File: src/ilfl_ram.sv
// ----------------------------------------------------------------------------
// ilfl_ram
// Generic single-write, single-read synchronous RAM with registered read.
// ----------------------------------------------------------------------------
`default_nettype none

module ilfl_ram #(
  parameter int WIDTH = 8,
  parameter int DEPTH = 16
) (
  input  wire logic                     clk,
  input  wire logic                     we,
  input  wire logic [$clog2(DEPTH)-1:0] waddr,
  input  wire logic [WIDTH-1:0]         wdata,
  input  wire logic                     re,
  input  wire logic [$clog2(DEPTH)-1:0] raddr,
  output logic      [WIDTH-1:0]         rdata
);

  logic [WIDTH-1:0] mem [DEPTH];

  always_ff @(posedge clk) begin
    if (we) begin
      mem[waddr] <= wdata;
    end
    if (re) begin
      rdata <= mem[raddr];
    end
  end

endmodule

`default_nettype wire

File: config.mk
export PLATFORM = sky130hd
export DESIGN_NAME = ilfl_ram
export DESIGN_NICKNAME = d
export VERILOG_FILES = /design/src/ilfl_ram.sv
export SDC_FILE = /design/constraint.sdc
export NUM_CORES = 1
export LEC_CHECK = 0
export BUFFER_PORTS_ARGS = -buffer_cell sky130_fd_sc_hd__buf_2
export CAP_MARGIN = 25
export CORE_MARGIN = 4
export CORE_UTILIZATION = 50
export CTS_CLUSTER_SIZE = 16
export DETAILED_ROUTE_END_ITERATION = 10
export PLACE_DENSITY = 0.8
export SYNTH_ARGS = -nofsm -noshare
export SYNTH_HDL_FRONTEND = slang
export SYNTH_SLANG_ARGS = --single-unit
File: constraint.sdc
create_clock -name clk -period 1.6 [get_ports clk]
set_input_delay 0.16 -clock clk [delete_from_list [all_inputs] [get_ports clk]]
set_output_delay 0.16 -clock clk [all_outputs]
set_load 0.1 [all_outputs]
# Word level (Yosys, flattened, before mapping)
# Memory sizes are Yosys's and may differ from the RTL's. A register that Yosys moved wholly into a read port is not among the register bits.
# Index checks and enable logic that the tools add are counted.
totals:
  register_bits: 0
  ram_bits: 128
  input_bits: 19
  output_inout_bits: 8
  word_cells: 3
  memories: 1
classes:
  n_mux: 2
mem_list:
  columns: ["name", "words", "width", "rd", "rd_clocked_by_memory_dff", "wr", "line", "rtl"]
  rows:
  - ["mem", 16, 8, 1, 1, 1, "20", "logic [WIDTH-1:0] mem [DEPTH];"]
op_table:
  columns: ["op", "n"]
  rows:
  - ["two-way mux 1 bit", 2]

# Logic depth before layout (Yosys ltp)
depth:
  depth_word: 2
  depth_mapped: 5
  depth_no_buf: 3

# Worst setup path before layout
# No wires, ideal clock.
synth_path:
  kind: "in2reg"
  startpoint: "input waddr[2]"
  endpoint: "memory mem[0][0] (enable)"
  setup_ps: 383
  t_arrival_ps: 1270
  t_required_ps: 1217
  slack_ps: -53
  cell_stages: 2
  path_buffers: 0
  cell_sequence: "or3b_2 -> nor3_1"
synth_rtl:
  columns: ["item", "line", "rtl"]
  rows:
  - ["start, declared", "13", "input wire logic [$clog2(DEPTH)-1:0] waddr,"]
  - ["end, declared", "20", null]
# Straight into the memory's write port.

==> results by group <==
Critical path
  – Crit path DAT: 1780 ps
  – Critical-path top delay cell: mux4_1
  – Critical Path RT: 1840 ps
  – RR Startpoint: mem[5][3]
  – Max stage delay on crit path: 560 ps
  – Setup crit start: mem[5][3]
  – Setup CP Type: flop to flop
  – Crit. End Element: flop
  – CP Launch Type: flop
  – Crit-path max FO: 1
  – Worst-path cell chain: mux4_1 -> a22oi_1 -> nand2_1

Detailed routing
  – DRC viols: 0
  – Pre-antenna DRT Iters: 4
  – Remaining antenna violation count: 0
  – Via count: 2512
  – Via/cell ratio: 5.76
  – Drt total wl: 9950 um
  – Average wire per standard cell: 22.8 um
  – DR iter-0 viols: 207

Timing
  – Final setup TNS: 0 ps
  – Final min period: 1540 ps
  – Final setup fails: 0
  – Hold Vio Cnt, Final: 0
  – RSZ-0062 raised after global routing: false
  – Max-slew violations: 0
  – Relative slew slack: 0.675
  – Max Fclk: 650 MHz
  – Clock skew: 9.92 ps
  – Least-Margin Pin Slew: 490 ps
  – Tcrit/Tclk final: 0.962

Floorplan
  – Initial Util: 0.511
  – Io pins: 27
  – Chip height: 110 um
  – Cell row count: 37
  – Die width: 110 um
  – Die ar.: 0.0122 mm^2
  – Core footprint: 0.0102 mm^2

Power and ir drop
  – Peak supply drop: 0.000568 V
  – NetSw: 1.81 mW
  – Combinational Power Share: 0.059
  – Leakage Power: 2.11 nW
  – Power Internal: 6.56 mW
  – Sequential share of power: 0.483
  – Design Power: 8.37 mW
  – Clock network fraction of total power: 0.458
  – P per Cell Area: 1340 mW/mm^2
  – Sw Ratio: 0.216

Clock network
  – CTS sink count: 136
  – Clock root buffer: clkbuf_8
  – TritonCTS buffer count: 17
  – CTS tree: done
  – Max H-tree Level: 4
  – Skew-Pair Late Insertion Delay: 520 ps
  – CTS clk-pin slew, worst paths: 60 ps
  – Post-CTS Resized: 0
  – CTS max path bufs: 2
  – Post-CTS setup buffer count: 0

Synthesis
  – Top post-synthesis cells by count: 136 x edfxtp_1, 18 x mux4_2, 16 x a22oi_1, 14 x mux4_1, 13 x nor2_1
  – Cell with the most instances after synthesis: edfxtp_1
  – Synth Flop Type: edfxtp_1
  – Share of the synthesized area in the top cell type: 0.781
  – Post-Syn Area: 0.00523 mm^2
  – EDFF count, synth: 136
  – Seq cells post-synth: 136
  – Seq/Total Area, Yosys: 0.781
  – Post-Synthesis Cells: 229
  – Synth area leader: edfxtp_1
  – Mapped Avg Cell Area: 22.8 um^2
  – Mapped Nets: 248
  – Unique masters post-synth: 18
  – Post-synth ARST share: 0
  – Synth warnings: 0
  – Ranking of synthesized cells by area: edfxtp_1 78%, mux4_2 7.8%, mux4_1 7.0%, a22oi_1 2.3%, nor2_1 0.93%

Finish
  – Final nets: 306
  – N_diodes: 0
  – Fillcell total: 686
  – Area growth, synth to finish: 19.6%
  – Share of layout cells above drive strength 1: 0.330

Global routing
  – GRT Overall Usage: 0.185
  – Largest net degree at the start of global routing: 22
  – Number of global-route vias before repair: 2650
  – Grt ovf: 0
  – Initial antenna violation count: 1
  – Global-route wire length before repair: 15400 um

Job
  – Maxcap violations: 0

Place
  – Post-DP HPWL: 6140 um
  – GP Congestion: 0.721
  – IO Port Bufs: 26

Outcome
  – Status: completed

Hold path
  – Hold_sp: wdata[7]
  – Worst min path class: primary input to flop
-- area by class of cell --
cell class,count,area [um^2],share of cell area
repair buffers,49,343,0.0548
clock buffers,18,418,0.0668
clock inverters,14,175,0.0280
flip-flops and latches,136,4080,0.653
well taps,136,170,0.0272
multi-input cells,83,1060,0.170
-- worst paths after layout --
| check | to | slack (ps) | cells after the start |
|---|---|---|---|
| setup reg to reg | rdata[3] | 60 | 3 |
| hold / removal | mem[7][7] | 20 | 1 |
| setup / recovery | rdata[3] | 60 | 3 |
| hold reg to reg | rdata[0] | 760 | 3 |
-- metal layers --
layer	GRT usage	part of all wire
met1	0.248	0.41
met2	0.291	0.51
met3	0.0507	0.058
met4	0.0748	0.019
met5	0	0.0013
-- kinds of logic after synthesis --
family	count (synthesis)	share of synthesized area
multiplexers	32	0.148
AO/OA/AOI/OAI	16	0.0230
flip-flops	136	0.781
AND/OR/NAND/NOR	35	0.0314
buffers and inverters	10	0.0165
-- power by group through the flow --
stage                     clock network (mW)  registers (mW)  logic (mW)
final                                   3.83            4.04       0.494
after global routing                    4.08            4.04       0.529
after CTS                               3.89            4.04       0.500
after detailed placement                   0            4.11       0.496
after global placement                     0            4.10       0.486
after floorplan                            0            4.23       0.203
-- timing repair --
item                                   4_1_cts  5_1_grt
setup endpoints to repair                    0        0
endpoints found under the hold margin        7        0
hold buffers                                 1        0
-- placed cells by master, fill, tap and decap left out, drive strengths merged, types with 3 or more instances in the layout --
cell type | synthesis | routed
clkinvlp | 0 | 6
nor3 | 4 | 4
clkinv | 0 | 3
nor2 | 13 | 13
clkbuf | 0 | 18
edfxtp | 136 | 136
buf | 7 | 48
nand2 | 9 | 9
bufinv | 0 | 3
a22oi | 16 | 16
mux4 | 32 | 32
-- registers in the layout (all words and copies together) (netlist names) --
name / flops
mem: 128
rdata: 8
-- through the flow --
step / setup WS, ps / std cells / hold slack, ps / utilization / cell area (um^2)
floorplan: 158 / 229 / 259 / - / 5230
global placement: -78.0 / 403 / 533 / 0.552 / 5650
detailed placement: -121 / 403 / 538 / 0.552 / 5650
CTS: 59.0 / 436 / 0.818 / 0.611 / 6250
global route: 18.7 / 436 / 18.9 / 0.611 / 6250
finish: 61.1 / 436 / 20.1 / 0.611 / 6250
-- worst max-delay path: cells and delay by family (launching register included) --
family	cells	cell delay, ps
multiplexers	1	560
flip-flops	1	370
AND/OR/NAND/NOR	1	130
AO/OA/AOI/OAI	1	210
No activity file was read; power rests on OpenSTA's default activity.
