### src/ilfl_pkg.sv
// ----------------------------------------------------------------------------
// ilfl_pkg
// Types, constants and codes shared by the indexed free-list manager.
// ----------------------------------------------------------------------------
`default_nettype none

package ilfl_pkg;

  // Table geometry.
  localparam int MAX_ENTRIES = 1024;
  localparam int IW = $clog2(MAX_ENTRIES);      // entry address width
  localparam int VW = $clog2(MAX_ENTRIES + 1);  // link value width (holds the marker)

  // Configuration register.
  localparam int CW        = 11;
  localparam int CFG_RESET = 1024;
  localparam int HEAD_RESET_INT = (CFG_RESET == 0) ? 1 :
                                  (CFG_RESET > MAX_ENTRIES) ? MAX_ENTRIES : CFG_RESET;
  localparam logic [VW-1:0] HEAD_RESET = VW'(HEAD_RESET_INT);

  // Field widths.
  localparam int FW = 2;  // operation code
  localparam int LW = 2;  // list selector
  localparam int EW = 2;  // error code
  localparam int NUM_LISTS = 3;

  // Operation codes.
  localparam logic [FW-1:0] FUNC_POP      = 2'd0;
  localparam logic [FW-1:0] FUNC_PUSH     = 2'd1;
  localparam logic [FW-1:0] FUNC_TRANSFER = 2'd2;
  localparam logic [FW-1:0] FUNC_INIT     = 2'd3;

  // List selectors.
  localparam logic [LW-1:0] LIST_FREE       = 2'd0;
  localparam logic [LW-1:0] LIST_WAITING    = 2'd1;
  localparam logic [LW-1:0] LIST_PROCESSING = 2'd2;

  // Error codes.
  localparam logic [EW-1:0] ERR_OK        = 2'd0;
  localparam logic [EW-1:0] ERR_PUSH_IDX  = 2'd1;
  localparam logic [EW-1:0] ERR_EMPTY_SRC = 2'd2;
  localparam logic [EW-1:0] ERR_BAD_LIST  = 2'd3;

  typedef struct packed {
    logic [FW-1:0] func;
    logic [LW-1:0] list_sel;
    logic [LW-1:0] target_list;
    logic [IW-1:0] entry_index;
  } ilfl_in_t;

  typedef struct packed {
    logic [VW-1:0] popped_index;
    logic          list_was_empty;
    logic [EW-1:0] error_code;
  } ilfl_out_t;

  typedef struct packed {
    logic          we;
    logic [IW-1:0] waddr;
    logic [VW-1:0] wdata;
    logic          re;
    logic [IW-1:0] raddr;
  } ilfl_ram_req_t;

  typedef struct packed {
    logic in_ready;
    logic idle;
  } ilfl_stat_t;

  typedef enum logic [1:0] {
    S_IDLE,
    S_POP,
    S_INIT
  } state_t;

endpackage

`default_nettype wire

### src/ilfl_ctrl.sv
// ----------------------------------------------------------------------------
// ilfl_ctrl
// Sequencer for the list operations: holds the three list heads, drives the
// link table and produces one result per item.
// ----------------------------------------------------------------------------
`default_nettype none

module ilfl_ctrl (
  input  wire logic                      clk,
  input  wire logic                      rst,
  input  wire logic [ilfl_pkg::VW-1:0]   n,
  input  wire logic                      in_valid,
  input  wire ilfl_pkg::ilfl_in_t        in_item,
  input  wire logic                      slot_free,
  input  wire logic [ilfl_pkg::VW-1:0]   rdata,
  output ilfl_pkg::ilfl_ram_req_t        ram_req,
  output ilfl_pkg::ilfl_stat_t           stat,
  output logic                           res_valid,
  output ilfl_pkg::ilfl_out_t            res
);

  localparam int VW = ilfl_pkg::VW;
  localparam int IW = ilfl_pkg::IW;
  localparam int LW = ilfl_pkg::LW;
  localparam int NL = ilfl_pkg::NUM_LISTS;

  ilfl_pkg::state_t state, state_next;
  logic [VW-1:0] heads      [NL];
  logic [VW-1:0] heads_next [NL];
  logic [VW-1:0] cnt, cnt_next;
  logic [IW-1:0] pop_addr, pop_addr_next;
  logic [LW-1:0] pop_sel, pop_sel_next;

  logic          accept;
  logic          bad_sel;
  logic [VW-1:0] src_head;

  always_ff @(posedge clk) begin
    if (rst) begin
      state <= ilfl_pkg::S_IDLE;
      for (int k = 0; k < NL; k++) begin
        heads[k] <= ilfl_pkg::HEAD_RESET;
      end
      cnt <= '0;
    end else begin
      state <= state_next;
      for (int k = 0; k < NL; k++) begin
        heads[k] <= heads_next[k];
      end
      cnt <= cnt_next;
    end
    pop_addr <= pop_addr_next;
    pop_sel  <= pop_sel_next;
  end

  assign stat.idle     = (state == ilfl_pkg::S_IDLE);
  assign stat.in_ready = stat.idle && slot_free;
  assign accept        = in_valid && stat.in_ready;

  always_comb begin
    src_head = ilfl_pkg::HEAD_RESET;
    for (int k = 0; k < NL; k++) begin
      if (LW'(k) == in_item.list_sel) begin
        src_head = heads[k];
      end
    end
  end

  assign bad_sel = (in_item.list_sel > ilfl_pkg::LIST_PROCESSING) ||
                   ((in_item.func == ilfl_pkg::FUNC_TRANSFER) &&
                    (in_item.target_list > ilfl_pkg::LIST_PROCESSING));

  always_comb begin
    state_next    = state;
    cnt_next      = cnt;
    pop_addr_next = pop_addr;
    pop_sel_next  = pop_sel;
    for (int k = 0; k < NL; k++) begin
      heads_next[k] = heads[k];
    end
    ram_req   = '0;
    res_valid = 1'b0;
    res       = '0;

    case (state)
      ilfl_pkg::S_IDLE: begin
        if (accept) begin
          if (in_item.func == ilfl_pkg::FUNC_INIT) begin
            cnt_next   = '0;
            state_next = ilfl_pkg::S_INIT;
          end else if (bad_sel) begin
            res_valid      = 1'b1;
            res.error_code = ilfl_pkg::ERR_BAD_LIST;
          end else begin
            case (in_item.func)
              ilfl_pkg::FUNC_POP: begin
                if (src_head >= n) begin
                  res_valid          = 1'b1;
                  res.popped_index   = n;
                  res.list_was_empty = 1'b1;
                end else begin
                  // Fetch the link of the head; the head moves in S_POP once the output slot is free.
                  ram_req.re    = 1'b1;
                  ram_req.raddr = src_head[IW-1:0];
                  pop_addr_next = src_head[IW-1:0];
                  pop_sel_next  = in_item.list_sel;
                  state_next    = ilfl_pkg::S_POP;
                end
              end
              ilfl_pkg::FUNC_PUSH: begin
                res_valid = 1'b1;
                if (VW'(in_item.entry_index) >= n) begin
                  res.error_code = ilfl_pkg::ERR_PUSH_IDX;
                end else begin
                  ram_req.we    = 1'b1;
                  ram_req.waddr = in_item.entry_index;
                  ram_req.wdata = src_head;
                  for (int k = 0; k < NL; k++) begin
                    if (LW'(k) == in_item.list_sel) begin
                      heads_next[k] = VW'(in_item.entry_index);
                    end
                  end
                end
              end
              default: begin
                res_valid = 1'b1;
                if (src_head >= n) begin
                  res.error_code = ilfl_pkg::ERR_EMPTY_SRC;
                end else begin
                  // Source is cleared after the target is set, so a move onto
                  // itself leaves the list empty.
                  for (int k = 0; k < NL; k++) begin
                    if (LW'(k) == in_item.target_list) begin
                      heads_next[k] = src_head;
                    end
                  end
                  for (int k = 0; k < NL; k++) begin
                    if (LW'(k) == in_item.list_sel) begin
                      heads_next[k] = n;
                    end
                  end
                end
              end
            endcase
          end
        end
      end

      ilfl_pkg::S_POP: begin
        if (slot_free) begin
          for (int k = 0; k < NL; k++) begin
            if (LW'(k) == pop_sel) begin
              heads_next[k] = rdata;
            end
          end
          ram_req.we       = 1'b1;
          ram_req.waddr    = pop_addr;
          ram_req.wdata    = n;
          res_valid        = 1'b1;
          res.popped_index = VW'(pop_addr);
          state_next       = ilfl_pkg::S_IDLE;
        end
      end

      ilfl_pkg::S_INIT: begin
        if (cnt < n) begin
          ram_req.we    = 1'b1;
          ram_req.waddr = cnt[IW-1:0];
          ram_req.wdata = cnt + VW'(1);
          cnt_next      = cnt + VW'(1);
        end else if (slot_free) begin
          heads_next[ilfl_pkg::LIST_FREE]       = '0;
          heads_next[ilfl_pkg::LIST_WAITING]    = n;
          heads_next[ilfl_pkg::LIST_PROCESSING] = n;
          res_valid  = 1'b1;
          state_next = ilfl_pkg::S_IDLE;
        end
      end

      default: begin
        state_next = ilfl_pkg::S_IDLE;
      end
    endcase
  end

  a_ram_one_access: assert property (@(posedge clk) disable iff (rst)
    !(ram_req.we && ram_req.re))
    else $error("table read and write in the same cycle");

  a_res_has_slot: assert property (@(posedge clk) disable iff (rst)
    res_valid |-> slot_free)
    else $error("result produced while output slot is occupied");

  a_read_then_pop: assert property (@(posedge clk) disable iff (rst)
    ram_req.re |=> (state == ilfl_pkg::S_POP))
    else $error("table read issued outside a pop");

  a_init_bound: assert property (@(posedge clk) disable iff (rst)
    (state == ilfl_pkg::S_INIT) |-> (cnt <= n))
    else $error("init sweep ran past the entry count");

endmodule

`default_nettype wire

### config.mk
export PLATFORM = sky130hd
export DESIGN_NAME = ilfl_ctrl
export DESIGN_NICKNAME = d
export VERILOG_FILES = /design/src/ilfl_pkg.sv /design/src/ilfl_ctrl.sv
export SDC_FILE = /design/constraint.sdc
export NUM_CORES = 1
export LEC_CHECK = 0
export BUFFER_PORTS_ARGS = -buffer_cell sky130_fd_sc_hd__buf_2
export CORE_ASPECT_RATIO = 0.8
export CORE_UTILIZATION = 40
export CTS_CLUSTER_DIAMETER = 150
export DETAILED_ROUTE_END_ITERATION = 10
export MAX_ROUTING_LAYER = met4
export PLACE_DENSITY = 0.65
export SLEW_MARGIN = 20
export SYNTH_ARGS = -nofsm -noshare
export SYNTH_HDL_FRONTEND = slang
export SYNTH_SLANG_ARGS = --single-unit
### constraint.sdc
create_clock -name clk -period 3.55 [get_ports clk]
set_input_delay 0.1775 -clock clk [delete_from_list [all_inputs] [get_ports clk]]
set_output_delay 0.1775 -clock clk [all_outputs]
set_load 0.02 [all_outputs]
# Word level (Yosys, flattened, before mapping)
# Memories as Yosys holds them, arrays and structs flattened.
# Cells that the tools add are included.
# word_totals
word_cells	122
mem_count	1
output_inout_bits	50
mem_bits_rw	33
register_bits	25
inputBits	42
# op_classes
addsub	1
eq_ne	18
order_cmp	5
mux	74
n_bitwise	6
reduce_logical	13
# memory_table
name	depth	word_bits	read_ports	rd_clocked_by_memory_dff	write_ports	line_no	rtl
heads	3	11	3	0	3	ilfl_ctrl.sv:28	logic [VW-1:0] heads [NL];
# op_table
cell	count
2-to-1 mux 33 bit	11
2-to-1 mux 11 bit	24
case mux 33 bit (3 select lines)	1
2-to-1 mux 22 bit	4
case mux 22 bit (3 select lines)	1
case mux 33 bit (2 select lines)	1
case mux 11 bit (2 select lines)	2
2-to-1 mux 12 bit	3
2-to-1 mux 14 bit	2
2-to-1 mux 2 bit	9
adder 11 x 1 -> 11 bit, second input constant	1
>= comparator 10 x 11 -> 1 bit	1
>= comparator 11 bit	1
< comparator 11 bit	1
2-to-1 mux 1 bit	11
logical NOT 2 bit	5
2-to-1 mux 10 bit	1
equality test 1 x 2 -> 1 bit, first input constant	3
equality test 2 bit, first input constant	3
equality test 2 bit, second input constant	3
case mux 2 bit (3 select lines)	1
AND reduction 6 bit	1
AND reduction 5 bit	1
equality test 2 x 1 -> 1 bit, second input constant	2
other kinds (15)	24

# Depth between registers and ports, before layout
# logic_depth
word_depth	13
mapped_depth	12
mapped_depth_nobuf	10

# Worst setup path before layout
# Ideal clock, no wire load.
# synth_timing
path_kind	input port to output port
start	input in_item[13] (netlist name)
end	output ram_req[1] (netlist name)
n_path_buf	2
t_arrival_ps	3232
setup_slack_ps	140
cell_stages	11
cell_sequence	buf_2 -> buf_2 -> mux2i_1 -> o21ai_0 -> ha_1 -> a21oi_1 -> o21ai_0 -> a221oi_2 -> nand2_1 -> nor2_1 -> and2_1
# synth_lines
element	line_no	rtl
start, declared	ilfl_ctrl.sv:13	input wire ilfl_pkg::ilfl_in_t in_item,
end, declared	ilfl_ctrl.sv:16	output ilfl_pkg::ilfl_ram_req_t ram_req,

==> results.yml <==
outcome:
  outcome: "completed"
global_route:
  maximum_number_of_pins_on_one_net_before_global_route_repair: 49
  first_pass_grt_wire_length_um: 29400
  grt_use_total_pct: 29.1
  globalRouteOverflowTotal: 0
  grt_pass1_vias: 5441
  grt_antenna_before_repair: 0
synthesis:
  synth_top_area_cell: "sky130_fd_sc_hd__dfxtp_1"
  ys.warnings.count: 0
  yosysMostFrequentCell: "sky130_fd_sc_hd__inv_1"
  netlist_area_um2: 5180
  syn_nets: 707
  synth.area.top_cells: "sky130_fd_sc_hd__dfxtp_1 18%, sky130_fd_sc_hd__ha_1 8.9%, sky130_fd_sc_hd__edfxtp_1 7.0%"
  top_ff_cell_synth: "sky130_fd_sc_hd__dfxtp_1"
  synth_top_area_share_pct: 17.8
  synth_seq_area_share_pct: 24.8
  synthTopCellsByCount: "60 x sky130_fd_sc_hd__inv_1, 54 x sky130_fd_sc_hd__nor2_1, 46 x sky130_fd_sc_hd__dfxtp_1"
  synth-edff-count: 12
  async_reset_ff_share_pct: 0
  average_footprint_of_a_synthesized_cell_um2: 8.24
  synth_cells: 628
  synth_cell_type_count: 63
  synth-seq-cells: 58
worst_hold_path:
  worst_hold_path.endpoint: "heads[0][10]"
  hold_crit_class: "input pin to flop"
  hold_critical_path_depth: 3
  hold_path.startpoint: "rdata[10]"
power:
  switching_share_pct: 34.7
  ir_drop_v: 0.000218
  p_per_area_nw_per_um2: 381
  power.sequential.fraction_pct: 31.4
  combPwrFrac_pct: 30.0
  internal-power_w: 0.00153
  power.share.clock_pct: 38.6
  power.leakage_nw: 2.68
  power_switching_w: 0.000814
place:
  dp_hpwl_um: 13800
  port_buf_inserts: 91
  place.gp.congestion: 1.01
  place_ws_ns: 0.281
routing:
  wl_per_cell_um: 21.1
  via_count: 5727
  drt-vias-per-instance: 6.46
  drt_drc_violations_left: 0
  drtPass1Iterations: 10
  drtIter0Drc: 566
  routed_wirelength_um: 18700
  antenna_left: 0
timing:
  timing.clock.skew_ns: 0.00851
  maxClockFrequency_mhz: 309
  hold_slack_ns: 0.155
  worstMarginPinSlew_ns: 1.00
  timing.final.setup_violations: 0
  report.final.hold_viol_count: 0
  totalNegativeSetupSlack_ns: 0
  fin_ws_ns: 0.314
  rsz_0062_raised_after_global_routing: "false"
  fin_crit_ns: 3.24
  pins_over_slew_limit: 0
  final_min_period_over_clock_period_pct: 91.2
  worst_slew_margin_rel_pct: 32.8
worst_setup_path:
  worst_r2r_path_depth: 7
  crit_fanout: 21
  crit_slowest_cell: "sky130_fd_sc_hd__dfxtp_1"
  arrival_ns: 3.06
  critical_register_to_register_path_startpoint: "cnt[6]"
  cp_cell_sequence: "mux2i_1, o21ai_0, ha_1, a21oi_1, o21ai_0, a221oi_2, buf_4, nand2_1, nor2_1, buf_12, and2_1, buf_2"
  worst_path_most_repeated_cell: "sky130_fd_sc_hd__o21ai_0"
  timing.setup.critical_path_class: "flop to output pin"
  critical_path.endpoint_type: "output pin"
  ff2ff_setup_slack_ns: 0.55
  crit-reg2reg-capture: "heads[0][11]"
  cp_data_required_time_ns: 3.37
  delay_of_the_slowest_cell_on_the_worst_path_ns: 0.38
  startpoint_type: "flop"
floorplanning:
  fp.dieW_um: 129
  floorplan.die_area_um2: 13400
  initial_utilization_pct: 41.8
  fp.coreArea_um2: 12400
  num_io_pins: 92
  placementRows: 36
  fp.dieH_um: 104
clocking:
  postCtsHoldBufs: 0
  cts.sinks: 58
  tritoncts: "yes"
  cts.clk_slew.worst_paths_ns: 0.05
  cts-buffers-inserted: 9
  cts_max_level: 3
  cts_buffer_depth: 2
  cts_root_buffer: "sky130_fd_sc_hd__clkbuf_16"
  clk_latency_ns: 0.34
flow_run:
  cap_violations: 0
layout:
  fin_nets: 790
  layout.area.seq_um2: 1280
  drive_above_1_share_pct: 25.3
  flow.area_growth_from_synthesis_pct: 18.9
  insertedDiodeCount: 0
  layout.filler_cells: 1203
  multi_input_logic_area_um2: 3430
stage by stage:
step	area (um^2)	util, %	instances	total power [W]
after floorplan	5180	-	628	0.00122
after global placement	5840	47.1	871	0.00141
after detailed placement	5840	47.1	871	0.00143
after CTS	6150	49.6	887	0.00234
after global routing	6150	49.7	887	0.00245
final	6150	49.7	887	0.00234
power by group through the flow:
stage | clock, W | sequential (W) | combinational (W)
after global placement | 0 | 0.000749 | 0.000665
after detailed placement | 0 | 0.000750 | 0.000680
after CTS | 0.000915 | 0.000736 | 0.000687
after global routing | 0.000946 | 0.000740 | 0.000762
final | 0.000904 | 0.000737 | 0.000703
after floorplan | 0 | 0.000740 | 0.000476
area by class of cell:
cell class,count,share of cell area (%)
multi-input combinational,462,55.7
sequential,58,20.8
timing repair buffer,119,11.3
clock buffer,13,4.76
inverter,61,3.72
tap,171,3.48
clock inverter,3,0.285
critical path, delay by kind of cell, from the launching register on:
family	cells	cell delay (ns)
fa+ha+maj	1	0.31
compound gates	4	0.93
simple gates	3	0.40
mux	1	0.11
flops	1	0.38
buf+inv	3	0.56
how the worst max path moves through the flow:
stage / start / to / slack, ns
finish: heads[0][4] / ram_req[1] / 0.31
global route: heads[0][10] / res[6] / 0.14
CTS: heads[0][22] / ram_req[1] / 0.24
detailed placement: in_item[13] / heads[0][11] / 0.28
global placement: in_item[13] / heads[0][22] / 0.40
floorplan: in_item[13] / ram_req[1] / 0.14
registers in the layout (all words and copies together), names as in the netlist:
register	flops
heads	33
cnt	11
pop_addr	10
state	2
pop_sel	2
cells in the final DEF (no fill, tap or decap), drive strengths merged, types with 3 or more instances in the layout:
cell type / Yosys / final
buf: 9 / 119
inv: 61 / 61
nor2: 55 / 55
dfxtp: 46 / 46
nand2: 40 / 40
o21ai: 40 / 40
ha: 37 / 37
a221oi: 33 / 33
a21oi: 31 / 31
nor3: 30 / 30
mux2i: 27 / 27
a222oi: 20 / 20
a221o: 20 / 20
a22o: 19 / 19
and2: 17 / 17
clkbuf: 37 / 13
edfxtp: 12 / 12
nand3: 11 / 11
a2111oi: 10 / 10
a31o: 9 / 9
nand4: 5 / 5
a21o: 5 / 5
xor2: 5 / 5
nor2b: 4 / 4
xnor2: 4 / 4
or3: 4 / 4
nand2b: 3 / 3
a211o: 3 / 3
a31oi: 3 / 3
or4: 3 / 3
layer usage:
layer  global-route usage (%)  vias up  share of wire (%)
met1                     39.4     2711                 43
met3                     5.99       43                 11
met5                        -        -                  0
met2                     42.6      406                 44
met4                     9.75        0                2.0
li1                         -     2567                  -
repair_timing:
action	CTS	global route
buffers inserted	0	0
setup endpoints to repair	0	6
gates resized for setup	0	1
cells by family (layout without fill, tap and decap cells):
| family | count (synthesis) | count (layout) | synth area share [%] |
|---|---|---|---|
| fa+ha+maj | 37 | 37 | 8.94 |
| mux | 28 | 28 | 5.44 |
| xor+xnor | 9 | 9 | 1.52 |
| simple gates | 180 | 180 | 16.8 |
| flops | 58 | 58 | 24.8 |
| buf+inv | 108 | 196 | 9.23 |
| compound gates | 208 | 208 | 33.4 |
(Power assumes the default switching activity.)
